--- src/rtl/core/clsr_pkg.sv ---
package clsr_pkg;

  // Shuffle table geometry.
  localparam int TABLE_SIZE = 32;
  localparam int SLOT_W     = $clog2(TABLE_SIZE);
  localparam int CNT_W      = $clog2(TABLE_SIZE + 8);

  // Warm-up runs TABLE_SIZE + 8 steps; the counter walks down to zero.
  localparam logic [CNT_W-1:0] WARM_LAST   = CNT_W'(TABLE_SIZE + 7);
  localparam logic [CNT_W-1:0] TABLE_LIMIT = CNT_W'(TABLE_SIZE);

  // Operation codes carried by a request transaction.
  localparam logic OP_DRAW   = 1'b0;
  localparam logic OP_RESEED = 1'b1;

  // Generator constants.
  localparam logic [31:0] MOD_A = 32'd2147483563;
  localparam logic [31:0] MOD_B = 32'd2147483399;
  localparam logic [15:0] MUL_A = 16'd40014;
  localparam logic [15:0] MUL_B = 16'd40692;

  // 2^31 mod m for each modulus, used to fold the high part of a product.
  localparam logic [7:0] FOLD_A = 8'(32'h8000_0000 - MOD_A);
  localparam logic [7:0] FOLD_B = 8'(32'h8000_0000 - MOD_B);

  localparam logic [30:0] TOP_VALUE = 31'd2147483562;
  localparam logic [30:0] SEED_MAX  = 31'd2147483562;

  // Reset values.
  localparam logic [30:0] G1_RESET         = 31'd1;
  localparam logic [30:0] G2_RESET         = 31'd123456789;
  localparam logic [30:0] START_SEED_RESET = 31'd237;

  // Slot selection: slot = last / SLOT_DIV, done as a multiply by a
  // reciprocal followed by a single correction step.
  localparam longint     SLOT_DIV_L = 1 + 2147483562 / TABLE_SIZE;
  localparam logic [31:0] SLOT_DIV  = 32'(SLOT_DIV_L);
  localparam longint     RECIP_L    = (longint'(1) <<< 32) / SLOT_DIV_L;
  localparam int         RECIP_W    = $clog2(RECIP_L + 1);
  localparam logic [RECIP_W-1:0] RECIP = RECIP_W'(RECIP_L);
  localparam int         QPROD_W    = 31 + RECIP_W;
  localparam int         QEST_W     = QPROD_W - 32;
  localparam logic [31:0] SLOT_TOP  = 32'(TABLE_SIZE - 1);

  // Configuration register map.
  localparam logic [1:0] ADDR_START_SEED = 2'd0;

  typedef enum logic [2:0] {
    ST_IDLE,
    ST_WARM_MUL,
    ST_WARM_FOLD,
    ST_DRAW_MUL,
    ST_DRAW_FOLD,
    ST_DRAW_READ,
    ST_DRAW_OUT
  } clsr_state_t;

  typedef struct packed {
    logic load_seed;
    logic warm_mul;
    logic warm_fold;
    logic draw_mul;
    logic draw_fold;
    logic draw_read;
    logic commit;
  } clsr_cmd_t;

  typedef struct packed {
    logic warm_done;
    logic res_free;
  } clsr_status_t;

  // Reduces a 47-bit product modulo m, where m = 2^31 - fold_c.
  // The folded sum stays below 2m, so one conditional subtract finishes it.
  function automatic logic [30:0] lcg_fold(input logic [46:0] prod,
                                           input logic [31:0] modulus,
                                           input logic [7:0]  fold_c);
    logic [15:0] hi;
    logic [30:0] lo;
    logic [23:0] hc;
    logic [31:0] t;
    hi = prod[46:31];
    lo = prod[30:0];
    hc = hi * fold_c;
    t  = {1'b0, lo} + {8'd0, hc};
    if (t >= modulus) begin
      t = t - modulus;
    end
    return t[30:0];
  endfunction

  // Seeds above range saturate, and a zero seed becomes one.
  function automatic logic [30:0] seed_clamp(input logic [30:0] seed);
    logic [30:0] s;
    s = (seed > SEED_MAX) ? SEED_MAX : seed;
    if (s == 31'd0) begin
      s = 31'd1;
    end
    return s;
  endfunction

endpackage

--- src/rtl/core/combined_lcg_shuffle_rng.sv ---
// A draw transaction steps through the multiply, fold, table read and output
// states; a reseed transaction first runs TABLE_SIZE + 8 warm-up steps, each
// a multiply and a fold. A new request is taken only once the block is back
// in idle, after the shared multiply and fold step, the table read and the
// write-back on one memory port, which waits for the output to be free.
// Reset (synchronous, active high) restores start_seed to 237 and arms a reseed.
module combined_lcg_shuffle_rng (
  input  logic        clk,
  input  logic        rst,
  // Configuration port.
  input  logic        psel,
  input  logic        penable,
  input  logic        pwrite,
  input  logic [1:0]  paddr,
  input  logic [31:0] pwdata,
  output logic [31:0] prdata,
  output logic        pready,
  // Request channel.
  input  logic        item_valid,
  output logic        item_ready,
  input  logic        operation,
  input  logic [30:0] seed_value,
  // Result channel.
  output logic        result_valid,
  input  logic        result_ready,
  output logic [30:0] random_value
);
  import clsr_pkg::*;

  logic [30:0]  start_seed;
  clsr_cmd_t    cmd;
  clsr_status_t status;

  // The start seed register sits behind the configuration port. It is only
  // consulted by the first transaction after reset, and only when that
  // transaction does not bring a seed of its own.
  clsr_regs u_regs (
    .clk        (clk),
    .rst        (rst),
    .psel       (psel),
    .penable    (penable),
    .pwrite     (pwrite),
    .paddr      (paddr),
    .pwdata     (pwdata),
    .prdata     (prdata),
    .pready     (pready),
    .start_seed (start_seed)
  );

  // The controller sequences each transaction: an optional warm-up loop that
  // steps the first generator and fills the shuffle table from the top slot
  // down, then the draw itself. It also remembers whether a reseed is still
  // owed since reset.
  clsr_ctrl u_ctrl (
    .clk        (clk),
    .rst        (rst),
    .item_valid (item_valid),
    .operation  (operation),
    .item_ready (item_ready),
    .status     (status),
    .cmd        (cmd)
  );

  // The datapath holds both generators, the shuffle table memory and the
  // output register. Each generator step is a registered multiply followed
  // by a fold modulo a prime just below 2^31. The output register lets a new
  // transaction be accepted while the previous result is still waiting to
  // be taken; only the final write-back waits for the output to be free.
  clsr_dpath u_dpath (
    .clk          (clk),
    .rst          (rst),
    .cmd          (cmd),
    .status       (status),
    .operation    (operation),
    .seed_value   (seed_value),
    .start_seed   (start_seed),
    .result_ready (result_ready),
    .result_valid (result_valid),
    .random_value (random_value)
  );

endmodule

--- src/rtl/core/clsr_regs.sv ---
module clsr_regs (
  input  logic        clk,
  input  logic        rst,
  input  logic        psel,
  input  logic        penable,
  input  logic        pwrite,
  input  logic [1:0]  paddr,
  input  logic [31:0] pwdata,
  output logic [31:0] prdata,
  output logic        pready,
  output logic [30:0] start_seed
);
  import clsr_pkg::*;

  logic wr_en;

  assign pready = 1'b1;
  assign wr_en  = psel && penable && pwrite && pready && (paddr == ADDR_START_SEED);

  always_ff @(posedge clk) begin
    if (rst) begin
      start_seed <= START_SEED_RESET;
    end else if (wr_en) begin
      start_seed <= pwdata[30:0];
    end
  end

  assign prdata = (paddr == ADDR_START_SEED) ? {1'b0, start_seed} : 32'd0;

endmodule

--- src/rtl/core/clsr_ctrl.sv ---
module clsr_ctrl (
  input  logic                   clk,
  input  logic                   rst,
  input  logic                   item_valid,
  input  logic                   operation,
  output logic                   item_ready,
  input  clsr_pkg::clsr_status_t status,
  output clsr_pkg::clsr_cmd_t    cmd
);
  import clsr_pkg::*;

  clsr_state_t state;
  clsr_state_t state_next;
  logic        pending;
  logic        reseed;

  // Pending seed forces a reseed on the first transaction after reset.
  assign reseed = (operation == OP_RESEED) || pending;

  always_ff @(posedge clk) begin
    if (rst) begin
      state   <= ST_IDLE;
      pending <= 1'b1;
    end else begin
      state <= state_next;
      if (item_valid && item_ready) begin
        pending <= 1'b0;
      end
    end
  end

  always_comb begin
    state_next = state;
    case (state)
      ST_IDLE: begin
        if (item_valid) begin
          state_next = reseed ? ST_WARM_MUL : ST_DRAW_MUL;
        end
      end
      ST_WARM_MUL:  state_next = ST_WARM_FOLD;
      ST_WARM_FOLD: state_next = status.warm_done ? ST_DRAW_MUL : ST_WARM_MUL;
      ST_DRAW_MUL:  state_next = ST_DRAW_FOLD;
      ST_DRAW_FOLD: state_next = ST_DRAW_READ;
      ST_DRAW_READ: state_next = ST_DRAW_OUT;
      ST_DRAW_OUT: begin
        if (status.res_free) begin
          state_next = ST_IDLE;
        end
      end
      default: state_next = ST_IDLE;
    endcase
  end

  always_comb begin
    cmd        = '0;
    item_ready = 1'b0;
    case (state)
      ST_IDLE: begin
        item_ready    = 1'b1;
        cmd.load_seed = item_valid && reseed;
      end
      ST_WARM_MUL:  cmd.warm_mul  = 1'b1;
      ST_WARM_FOLD: cmd.warm_fold = 1'b1;
      ST_DRAW_MUL:  cmd.draw_mul  = 1'b1;
      ST_DRAW_FOLD: cmd.draw_fold = 1'b1;
      ST_DRAW_READ: cmd.draw_read = 1'b1;
      ST_DRAW_OUT:  cmd.commit    = status.res_free;
      default: begin
        cmd        = '0;
        item_ready = 1'b0;
      end
    endcase
  end

endmodule

--- src/rtl/core/clsr_dpath.sv ---
module clsr_dpath (
  input  logic                   clk,
  input  logic                   rst,
  input  clsr_pkg::clsr_cmd_t    cmd,
  output clsr_pkg::clsr_status_t status,
  input  logic                   operation,
  input  logic [30:0]            seed_value,
  input  logic [30:0]            start_seed,
  input  logic                   result_ready,
  output logic                   result_valid,
  output logic [30:0]            random_value
);
  import clsr_pkg::*;

  logic [30:0]        g1;
  logic [30:0]        g2;
  logic [30:0]        last;
  logic [CNT_W-1:0]   count;
  logic [46:0]        prod_a;
  logic [46:0]        prod_b;
  logic [QPROD_W-1:0] qprod;
  logic [SLOT_W-1:0]  slot;
  logic [30:0]        rd_data;
  logic [30:0]        table_mem [TABLE_SIZE];

  logic [30:0]        seed_c;
  logic [30:0]        fold_a;
  logic [30:0]        fold_b;
  logic [QEST_W-1:0]  q_est;
  logic [31:0]        qd;
  logic [31:0]        rem;
  logic [31:0]        q_full;
  logic [SLOT_W-1:0]  slot_c;
  logic [31:0]        diff;
  logic [31:0]        lifted;
  logic [30:0]        y;
  logic               mem_we;
  logic [SLOT_W-1:0]  mem_addr;
  logic [30:0]        mem_wdata;

  assign seed_c = seed_clamp((operation == OP_RESEED) ? seed_value : start_seed);
  assign fold_a = lcg_fold(prod_a, MOD_A, FOLD_A);
  assign fold_b = lcg_fold(prod_b, MOD_B, FOLD_B);

  // Reciprocal estimate is low by at most one; a single compare fixes it.
  always_comb begin
    q_est  = qprod[QPROD_W-1:32];
    qd     = {{(32-QEST_W){1'b0}}, q_est} * SLOT_DIV;
    rem    = {1'b0, last} - qd;
    q_full = {{(32-QEST_W){1'b0}}, q_est} + {31'd0, (rem >= SLOT_DIV)};
    slot_c = (q_full > SLOT_TOP) ? SLOT_TOP[SLOT_W-1:0] : q_full[SLOT_W-1:0];
  end

  always_comb begin
    diff   = {1'b0, rd_data} - {1'b0, g2};
    lifted = diff + {1'b0, TOP_VALUE};
    y      = (diff[31] || (diff == 32'd0)) ? lifted[30:0] : diff[30:0];
  end

  assign status.warm_done = (count == '0);
  assign status.res_free  = !result_valid || result_ready;

  always_ff @(posedge clk) begin
    if (rst) begin
      g1           <= G1_RESET;
      g2           <= G2_RESET;
      last         <= 31'd0;
      count        <= '0;
      result_valid <= 1'b0;
    end else begin
      if (cmd.load_seed) begin
        g1    <= seed_c;
        g2    <= seed_c;
        count <= WARM_LAST;
      end
      if (cmd.warm_fold) begin
        g1    <= fold_a;
        last  <= fold_a;
        count <= count - 1'b1;
      end
      if (cmd.draw_fold) begin
        g1 <= fold_a;
        g2 <= fold_b;
      end
      if (cmd.commit) begin
        last         <= y;
        result_valid <= 1'b1;
      end else if (result_ready) begin
        result_valid <= 1'b0;
      end
    end
  end

  always_ff @(posedge clk) begin
    if (cmd.warm_mul || cmd.draw_mul) begin
      prod_a <= {16'd0, g1} * {31'd0, MUL_A};
    end
    if (cmd.draw_mul) begin
      prod_b <= {16'd0, g2} * {31'd0, MUL_B};
      qprod  <= {{RECIP_W{1'b0}}, last} * {31'd0, RECIP};
    end
    if (cmd.draw_fold) begin
      slot <= slot_c;
    end
    if (cmd.commit) begin
      random_value <= y;
    end
  end

  assign mem_we    = (cmd.warm_fold && (count < TABLE_LIMIT)) || cmd.commit;
  assign mem_addr  = cmd.commit ? slot : count[SLOT_W-1:0];
  assign mem_wdata = cmd.commit ? g1 : fold_a;

  always_ff @(posedge clk) begin
    if (mem_we) begin
      table_mem[mem_addr] <= mem_wdata;
    end
    if (cmd.draw_read) begin
      rd_data <= table_mem[slot];
    end
  end

endmodule

--- config.mk ---
export PLATFORM = sky130hd
export DESIGN_NAME = combined_lcg_shuffle_rng
export DESIGN_NICKNAME = d
export VERILOG_FILES = /design/src/rtl/core/clsr_pkg.sv /design/src/rtl/core/combined_lcg_shuffle_rng.sv /design/src/rtl/core/clsr_regs.sv /design/src/rtl/core/clsr_ctrl.sv /design/src/rtl/core/clsr_dpath.sv
export SDC_FILE = /design/constraint.sdc
export NUM_CORES = 2
export LEC_CHECK = 0
export BUFFER_PORTS_ARGS = -buffer_cell sky130_fd_sc_hd__buf_2
export CAP_MARGIN = 20
export CORE_MARGIN = 4
export CORE_UTILIZATION = 30
export CTS_BUF_LIST = sky130_fd_sc_hd__clkbuf_4 sky130_fd_sc_hd__clkbuf_8 sky130_fd_sc_hd__clkbuf_16
export CTS_CLUSTER_DIAMETER = 80
export DETAILED_ROUTE_END_ITERATION = 7
export GPL_TIMING_DRIVEN = 0
export PLACE_DENSITY_LB_ADDON = 0.15
export SLEW_MARGIN = 30
export SYNTH_ARGS = -nofsm -noshare
export SYNTH_HDL_FRONTEND = slang
export SYNTH_SLANG_ARGS = --single-unit
--- constraint.sdc ---
create_clock -name clk -period 7.55 [get_ports clk]
set_input_delay 1.51 -clock clk [delete_from_list [all_inputs] [get_ports clk]]
set_output_delay 1.51 -clock clk [all_outputs]
set_load 0.01 [all_outputs]
Word level (Yosys, flattened, before mapping)
Memories as Yosys holds them, arrays and structs flattened. A register that Yosys moved wholly into a read port is not among the register bits.
Index checks and enable logic that the tools add are counted.
Cells by class
  muxes and demuxes: 34
  bitwise gates (word level): 0
  shift operators: 0
  equality and inequality tests: 8
  divide/modulo/power cells: 0
  multipliers: 5
  add/sub/neg operators: 9
  $lt $le $gt $ge: 6
  reduce and logical (&&, ||, !) cells: 23
Operators by type and width (count)
  2-to-1 mux 31 bit: 14
  >= comparator 32 x 31 -> 1 bit (second input constant): 2
  subtractor 31 bit (second input constant): 2
  multiplier 31 x 15 -> 46 bit (second input constant): 1
  multiplier 31 x 14 -> 45 bit (second input constant): 1
  adder 31 x 23 -> 32 bit: 1
  adder 31 x 24 -> 32 bit: 1
  >= comparator 32 x 26 -> 1 bit (second input constant): 1
  greater-than comparator 32 x 5 -> 1 bit (second input constant): 1
  zero test 32 bit: 1
  subtractor 31 x 31 -> 32 bit: 1
  subtractor 31 x 32 -> 32 bit: 1
  adder 31 bit (second input constant): 1
  greater-than comparator 31 bit (second input constant): 1
  zero test 31 bit: 1
  multiplier 5 x 25 -> 30 bit (second input constant): 1
  multiplier 16 x 8 -> 24 bit (second input constant): 1
  multiplier 16 x 7 -> 23 bit (second input constant): 1
  one-hot mux 3 bit (7 select lines): 1
  2-to-1 mux 1 bit: 12
  2-to-1 mux 6 bit: 2
  == test 3 bit (second input constant): 3
  nonzero test 2 bit: 4
  adder 5 x 1 -> 6 bit: 1
  other kinds (17): 29
Storage, ports and cells
  latch bits: 0
  memory bits (read-only): 0
  bits in writable memories: 992
  output and inout bits: 66
  memories kept: 1
  register bits: 293
Memory list
  u_dpath.table_mem: depth 32, width 31, read ports 1, clocked after memory_dff 1, wr ports 1, line clsr_dpath.sv:24  | logic [30:0] table_mem [TABLE_SIZE];

Longest topological paths before layout
  word-level depth: 8
  depth in mapped cells: 29
  mapped depth without buffers: 29

Modules after synthesis
From an unflattened synthesis, not the netlist that was laid out.
Unflattened totals
  cells, all modules: 5748
  area total of the unflattened synthesis: 78268.8 sq um
By module, submodules not included
  clsr_dpath: cells each 5544, area an instance 76405.8 sq um, instances 1
  clsr_regs: cells each 175, area an instance 1630.3 sq um, instances 1
  clsr_ctrl: cells each 29, area an instance 232.7 sq um, instances 1

Worst setup path before layout
Ideal clock, no wire load.
  path kind: reg-to-reg
  start: reg u_dpath.prod_a[37]
  end: mem u_dpath.table_mem[0][10] (data pin)
  arrival: 6.540 ns
  stages on the path, launching flop included: 20
  setup slack: 0.556 ns
  buffers on the path: 1
  clock period less this slack: 6.994 ns
  cell sequence: edfxtp_1 > ha_1 > inv_1 > fa_1 > inv_1 > fa_1 > fa_1 > ha_1 > and4_1 > o211ai_1 > or2_2 > a2111oi_0 > a311o_1 > and4bb_2 > nand4_1 > nor4_1 > buf_2 > o211ai_1 > xor2_1 > o21ai_0
Between the ends
  word-level cells in the longest chain between the ends: 5
  elaborated cells on any way between the ends: 6
  those cells by class: add/sub: 2; mul: 1; order compare: 1; mux: 2
Ends and longest elaborated chain
  start: declaration: line clsr_dpath.sv:19  | logic [46:0] prod_a;
  start signal: assignment: line clsr_dpath.sv:96  | prod_a <= {16'd0, g1} * {31'd0, MUL_A};
  multiplier 16 x 7 -> 23 bit *: line clsr_pkg.sv:84  | hc = hi * fold_c;
  adder 31 x 23 -> 32 bit *: line clsr_pkg.sv:85  | t = {1'b0, lo} + {8'd0, hc};
  subtractor 31 bit / >= comparator 32 x 31 -> 1 bit (equally long branches): line clsr_pkg.sv:87, clsr_pkg.sv:86
  2-to-1 mux 31 bit *: line clsr_pkg.sv:86  | if (t >= modulus) begin
  2-to-1 mux 31 bit *: line clsr_dpath.sv:112  | assign mem_wdata = cmd.commit ? g1 : fold_a;
  named net u_dpath.mem_wdata[10]: line clsr_dpath.sv:39  | logic [30:0] mem_wdata;
  end: declaration: line clsr_dpath.sv:24
The timed path passes the listed nets; every way through them passes the cells marked *.

Worst setup path after layout
  start: reg u_dpath.prod_a[32]
  end: mem u_dpath.table_mem[31][18] (data pin)
The elaborated chain is that of the path after synthesis.

==> flow_metrics.env <==
export IMPL_cts_max_level=4
export IMPL_grt_total_usage=0.188
export IMPL_syn_nets=6825
export IMPL_tns_ns=0
export IMPL_r2r_slack_ns=0.31
export IMPL_critPathKind="flip-flop to flip-flop"
export IMPL_worst_setup_path_end_kind="flip-flop"
export IMPL_cts_path_max_buffers=3
export IMPL_io_pins=139
export IMPL_clkTransAtPathRegs_ns=0.06
export IMPL_cp_endpoint="u_dpath.table_mem[31][18]"
export IMPL_netlist_top_cell_by_area="edfxtp_1"
export IMPL_syn_inst=5751
export IMPL_clock_latency_ns=0.83
export IMPL_grt_pass1_vias=50500
export IMPL_cts_buffers=148
export IMPL_setup_violations=0
export IMPL_cp_slowest_stage_delay_ns=0.57
export IMPL_grt_max_degree=44
export IMPL_maxSlewHeadroom=0.319
export IMPL_worstPathRequired_ns=8.10
export IMPL_reg2regPathDepth=22
export IMPL_fp_dieArea_sq_um=267000
export IMPL_dieHeight_microns=516
export IMPL_path_cells="ha_1, inv_1, fa_1, fa_1, inv_1, fa_1, ha_1, o21a_1, o211ai_1, or2_2, a2111oi_0, a311o_2, and4bb_2, nand4_1, or4_1, clkbuf_1, a211oi_2, xnor2_2, nor2_1, nor2_4, buf_12, buf_8"
export IMPL_critPathLaunch="u_dpath.prod_a[32]"
export IMPL_cpMaxStageDelayCell="or4_1"
export IMPL_cts_sinks=1289
export IMPL_netlist_top_cells_area="edfxtp_1 45%, fa_1 12%, mux4_2 9.0%"
export IMPL_core_area_sq_um=257000
export IMPL_port_buffers=134
export IMPL_timing_fmax_ghz=0.138
export IMPL_grt_overflow_total=0
export IMPL_initial_core_util=0.302
export IMPL_layout_drive_gt1_share=0.173
export IMPL_cp_arrival_ns=7.78
export IMPL_tightest_slew_ns=1.02
export IMPL_postRouteWirelength_mm=251
export IMPL_skew_ns=0.0633
export IMPL_status="complete, no violations"
export IMPL_hpwl_mm=196
export IMPL_ys_warn_count=0
export IMPL_grt_pass1_wl_mm=363
export IMPL_critPathLaunchType="flip-flop"
export IMPL_seq_area_frac_synth=0.482
export IMPL_cts_root_buf="clkbuf_16"
export IMPL_avgSynthCellArea_sq_um=13.5
export IMPL_drt_vias_per_instance=5.07
export IMPL_min_path_type="flip-flop to flip-flop"
export IMPL_gp_congestion=0.888
export IMPL_rsz0062_at_grt="true"
export IMPL_drtIter0Drc=3821
export IMPL_synth_area_sq_um=77500
export IMPL_r2r_end="u_dpath.table_mem[31][18]"
export IMPL_ys_seq_elements=1289
export IMPL_vias=49000
export IMPL_nNetsFinal=7225
export IMPL_num_fill_cells=25000
export IMPL_die_x_microns=516
export IMPL_synthArstFlopShare=0
export IMPL_worst_path_most_repeated_cell="fa_1"
export IMPL_cts_tree="yes"
export IMPL_cp_max_fo=16
export IMPL_maxCapViolations=0
export IMPL_final_hold_violation_count=0
export IMPL_ant_nets=0
export IMPL_synth_cell_types=96
export IMPL_core_rowCount=186
export IMPL_wl_per_cell_microns=26.0
export IMPL_drtPass1Iterations=6
export IMPL_slew_viol_final=0
export IMPL_synth_edf_count=1155
export IMPL_yosys_most_used_dff="edfxtp_1"
export IMPL_period_share=0.959
export IMPL_synth_top_area_share=0.447
export IMPL_period_needed_ns=7.24
export IMPL_antenna_found_initial=20
export IMPL_area_delta_synth_final_pct=17.3
export IMPL_timing_rr_start="u_dpath.prod_a[32]"
export IMPL_drc=0
## placed cells by master (no fill, tap or decap), drive strengths merged, types with 33 or more instances in the layout
cell type | Yosys | final
a211oi | 33 | 33
o21a | 42 | 42
clkinv | 0 | 68
buf | 43 | 293
a21oi | 279 | 279
nand4 | 38 | 38
clkbuf | 145 | 324
xor2 | 82 | 82
mux2 | 33 | 33
mux4 | 310 | 310
mux2i | 43 | 43
inv | 732 | 742
edfxtp | 1155 | 1155
nand3 | 73 | 73
nor2 | 257 | 257
xnor2 | 148 | 148
nor3 | 73 | 73
and2 | 61 | 61
a21o | 102 | 102
ha | 536 | 536
nand2b | 35 | 35
dfxtp | 134 | 134
o21ai | 181 | 181
nand2 | 292 | 292
fa | 465 | 465
o211ai | 48 | 48
## layout make-up
class	count	area, sq um	share of cell area
Clock buffer	179	3960	0.0436
Multi-Input combinational cell	3542	37600	0.413
Tap cell	3384	4230	0.0466
Clock inverter	91	890	0.00979
Timing Repair Buffer	251	3310	0.0364
Inverter	732	2750	0.0302
Sequential cell	1289	37400	0.412
Buffer	187	783	0.00862
Antenna cell	8	20.0	0.000220
## synthesized netlist by cell type (all sizes together) (82+ instances only)
cell type / number
nand2: 292
nor2: 257
fa: 465
xor2: 82
ha: 536
inv: 732
dfxtp: 134
edfxtp: 1155
a21oi: 279
a21o: 102
o21ai: 181
clkbuf: 145
xnor2: 148
mux4: 310
## worst max-delay path: cells and delay by family (launching register included)
kind            cells  cell delay [ns]
compound gates      5             1.45
xor+xnor            1             0.20
fa+ha+maj           5             2.32
buf+inv             5             0.72
flops               1             0.54
simple gates        6             1.69
## cells by family after synthesis
kind of cell    count (synthesis)  synth area share
compound gates                913            0.0763
xor+xnor                      230            0.0260
fa+ha+maj                    1001             0.207
buf+inv                       920            0.0448
flops                        1289             0.482
mux                           386             0.100
other cells                     2         0.0000969
simple gates                 1010            0.0638
## per-stage QoR
stage                     worst slack (ns)  area (sq um)   util  instances  hold WS (ns)
after floorplan                      0.556         77500      -       5751         0.434
after global placement               -3.59         82400  0.321       9269         0.454
after detailed placement            -0.950         85400  0.332       9366         0.458
after CTS                          -0.0156         90500  0.352       9645         0.468
after global routing               -0.0212         90900  0.354       9656         0.490
final                                0.312         90900  0.354       9663         0.467
## how the worst min path moves through the flow
stage / from / to / slack, ns / cells after the start
2_1_floorplan: u_dpath.last[27] / u_dpath.qprod[33] / 0.43 / 0
6_report: u_ctrl.pending / u_ctrl.pending / 0.47 / 2
5_1_grt: u_ctrl.pending / u_ctrl.pending / 0.49 / 2
3_5_place_dp: u_ctrl.pending / u_ctrl.pending / 0.46 / 2
3_3_place_gp: u_ctrl.pending / u_ctrl.pending / 0.45 / 2
4_1_cts: u_ctrl.pending / u_ctrl.pending / 0.47 / 2
## per-layer routing
layer / track usage / routed length [microns]
met1: 0.259 / 112000
met3: 0.0271 / 13200
met5: 0 / 46
met4: 0.0481 / 6590
met2: 0.311 / 120000
## state kept, by name, indices dropped and copies added, names as in the netlist
signal and count:
u_ctrl.state 3, u_dpath.table_mem 992, u_dpath.prod_b 45, u_ctrl.pending 1
u_dpath.rd_data 31, u_dpath.g2 31, u_dpath.count 6, u_dpath.qprod 5
u_dpath.last 30, u_dpath.random_value 31, u_regs.start_seed 31, u_dpath.g1 31
u_dpath.slot 5, u_dpath.prod_a 46, u_dpath.result_valid 1
## timing repair
item,in CTS,in global routing
pin swaps,3,7
hold buffers,0,0
endpoints found under the setup margin,715,720
buffers inserted,9,9
gates resized for setup,34,56
Power is left out: the tool's default activity adds up to more than one toggle a clock period on the data nets, which glitch-free logic cannot reach.
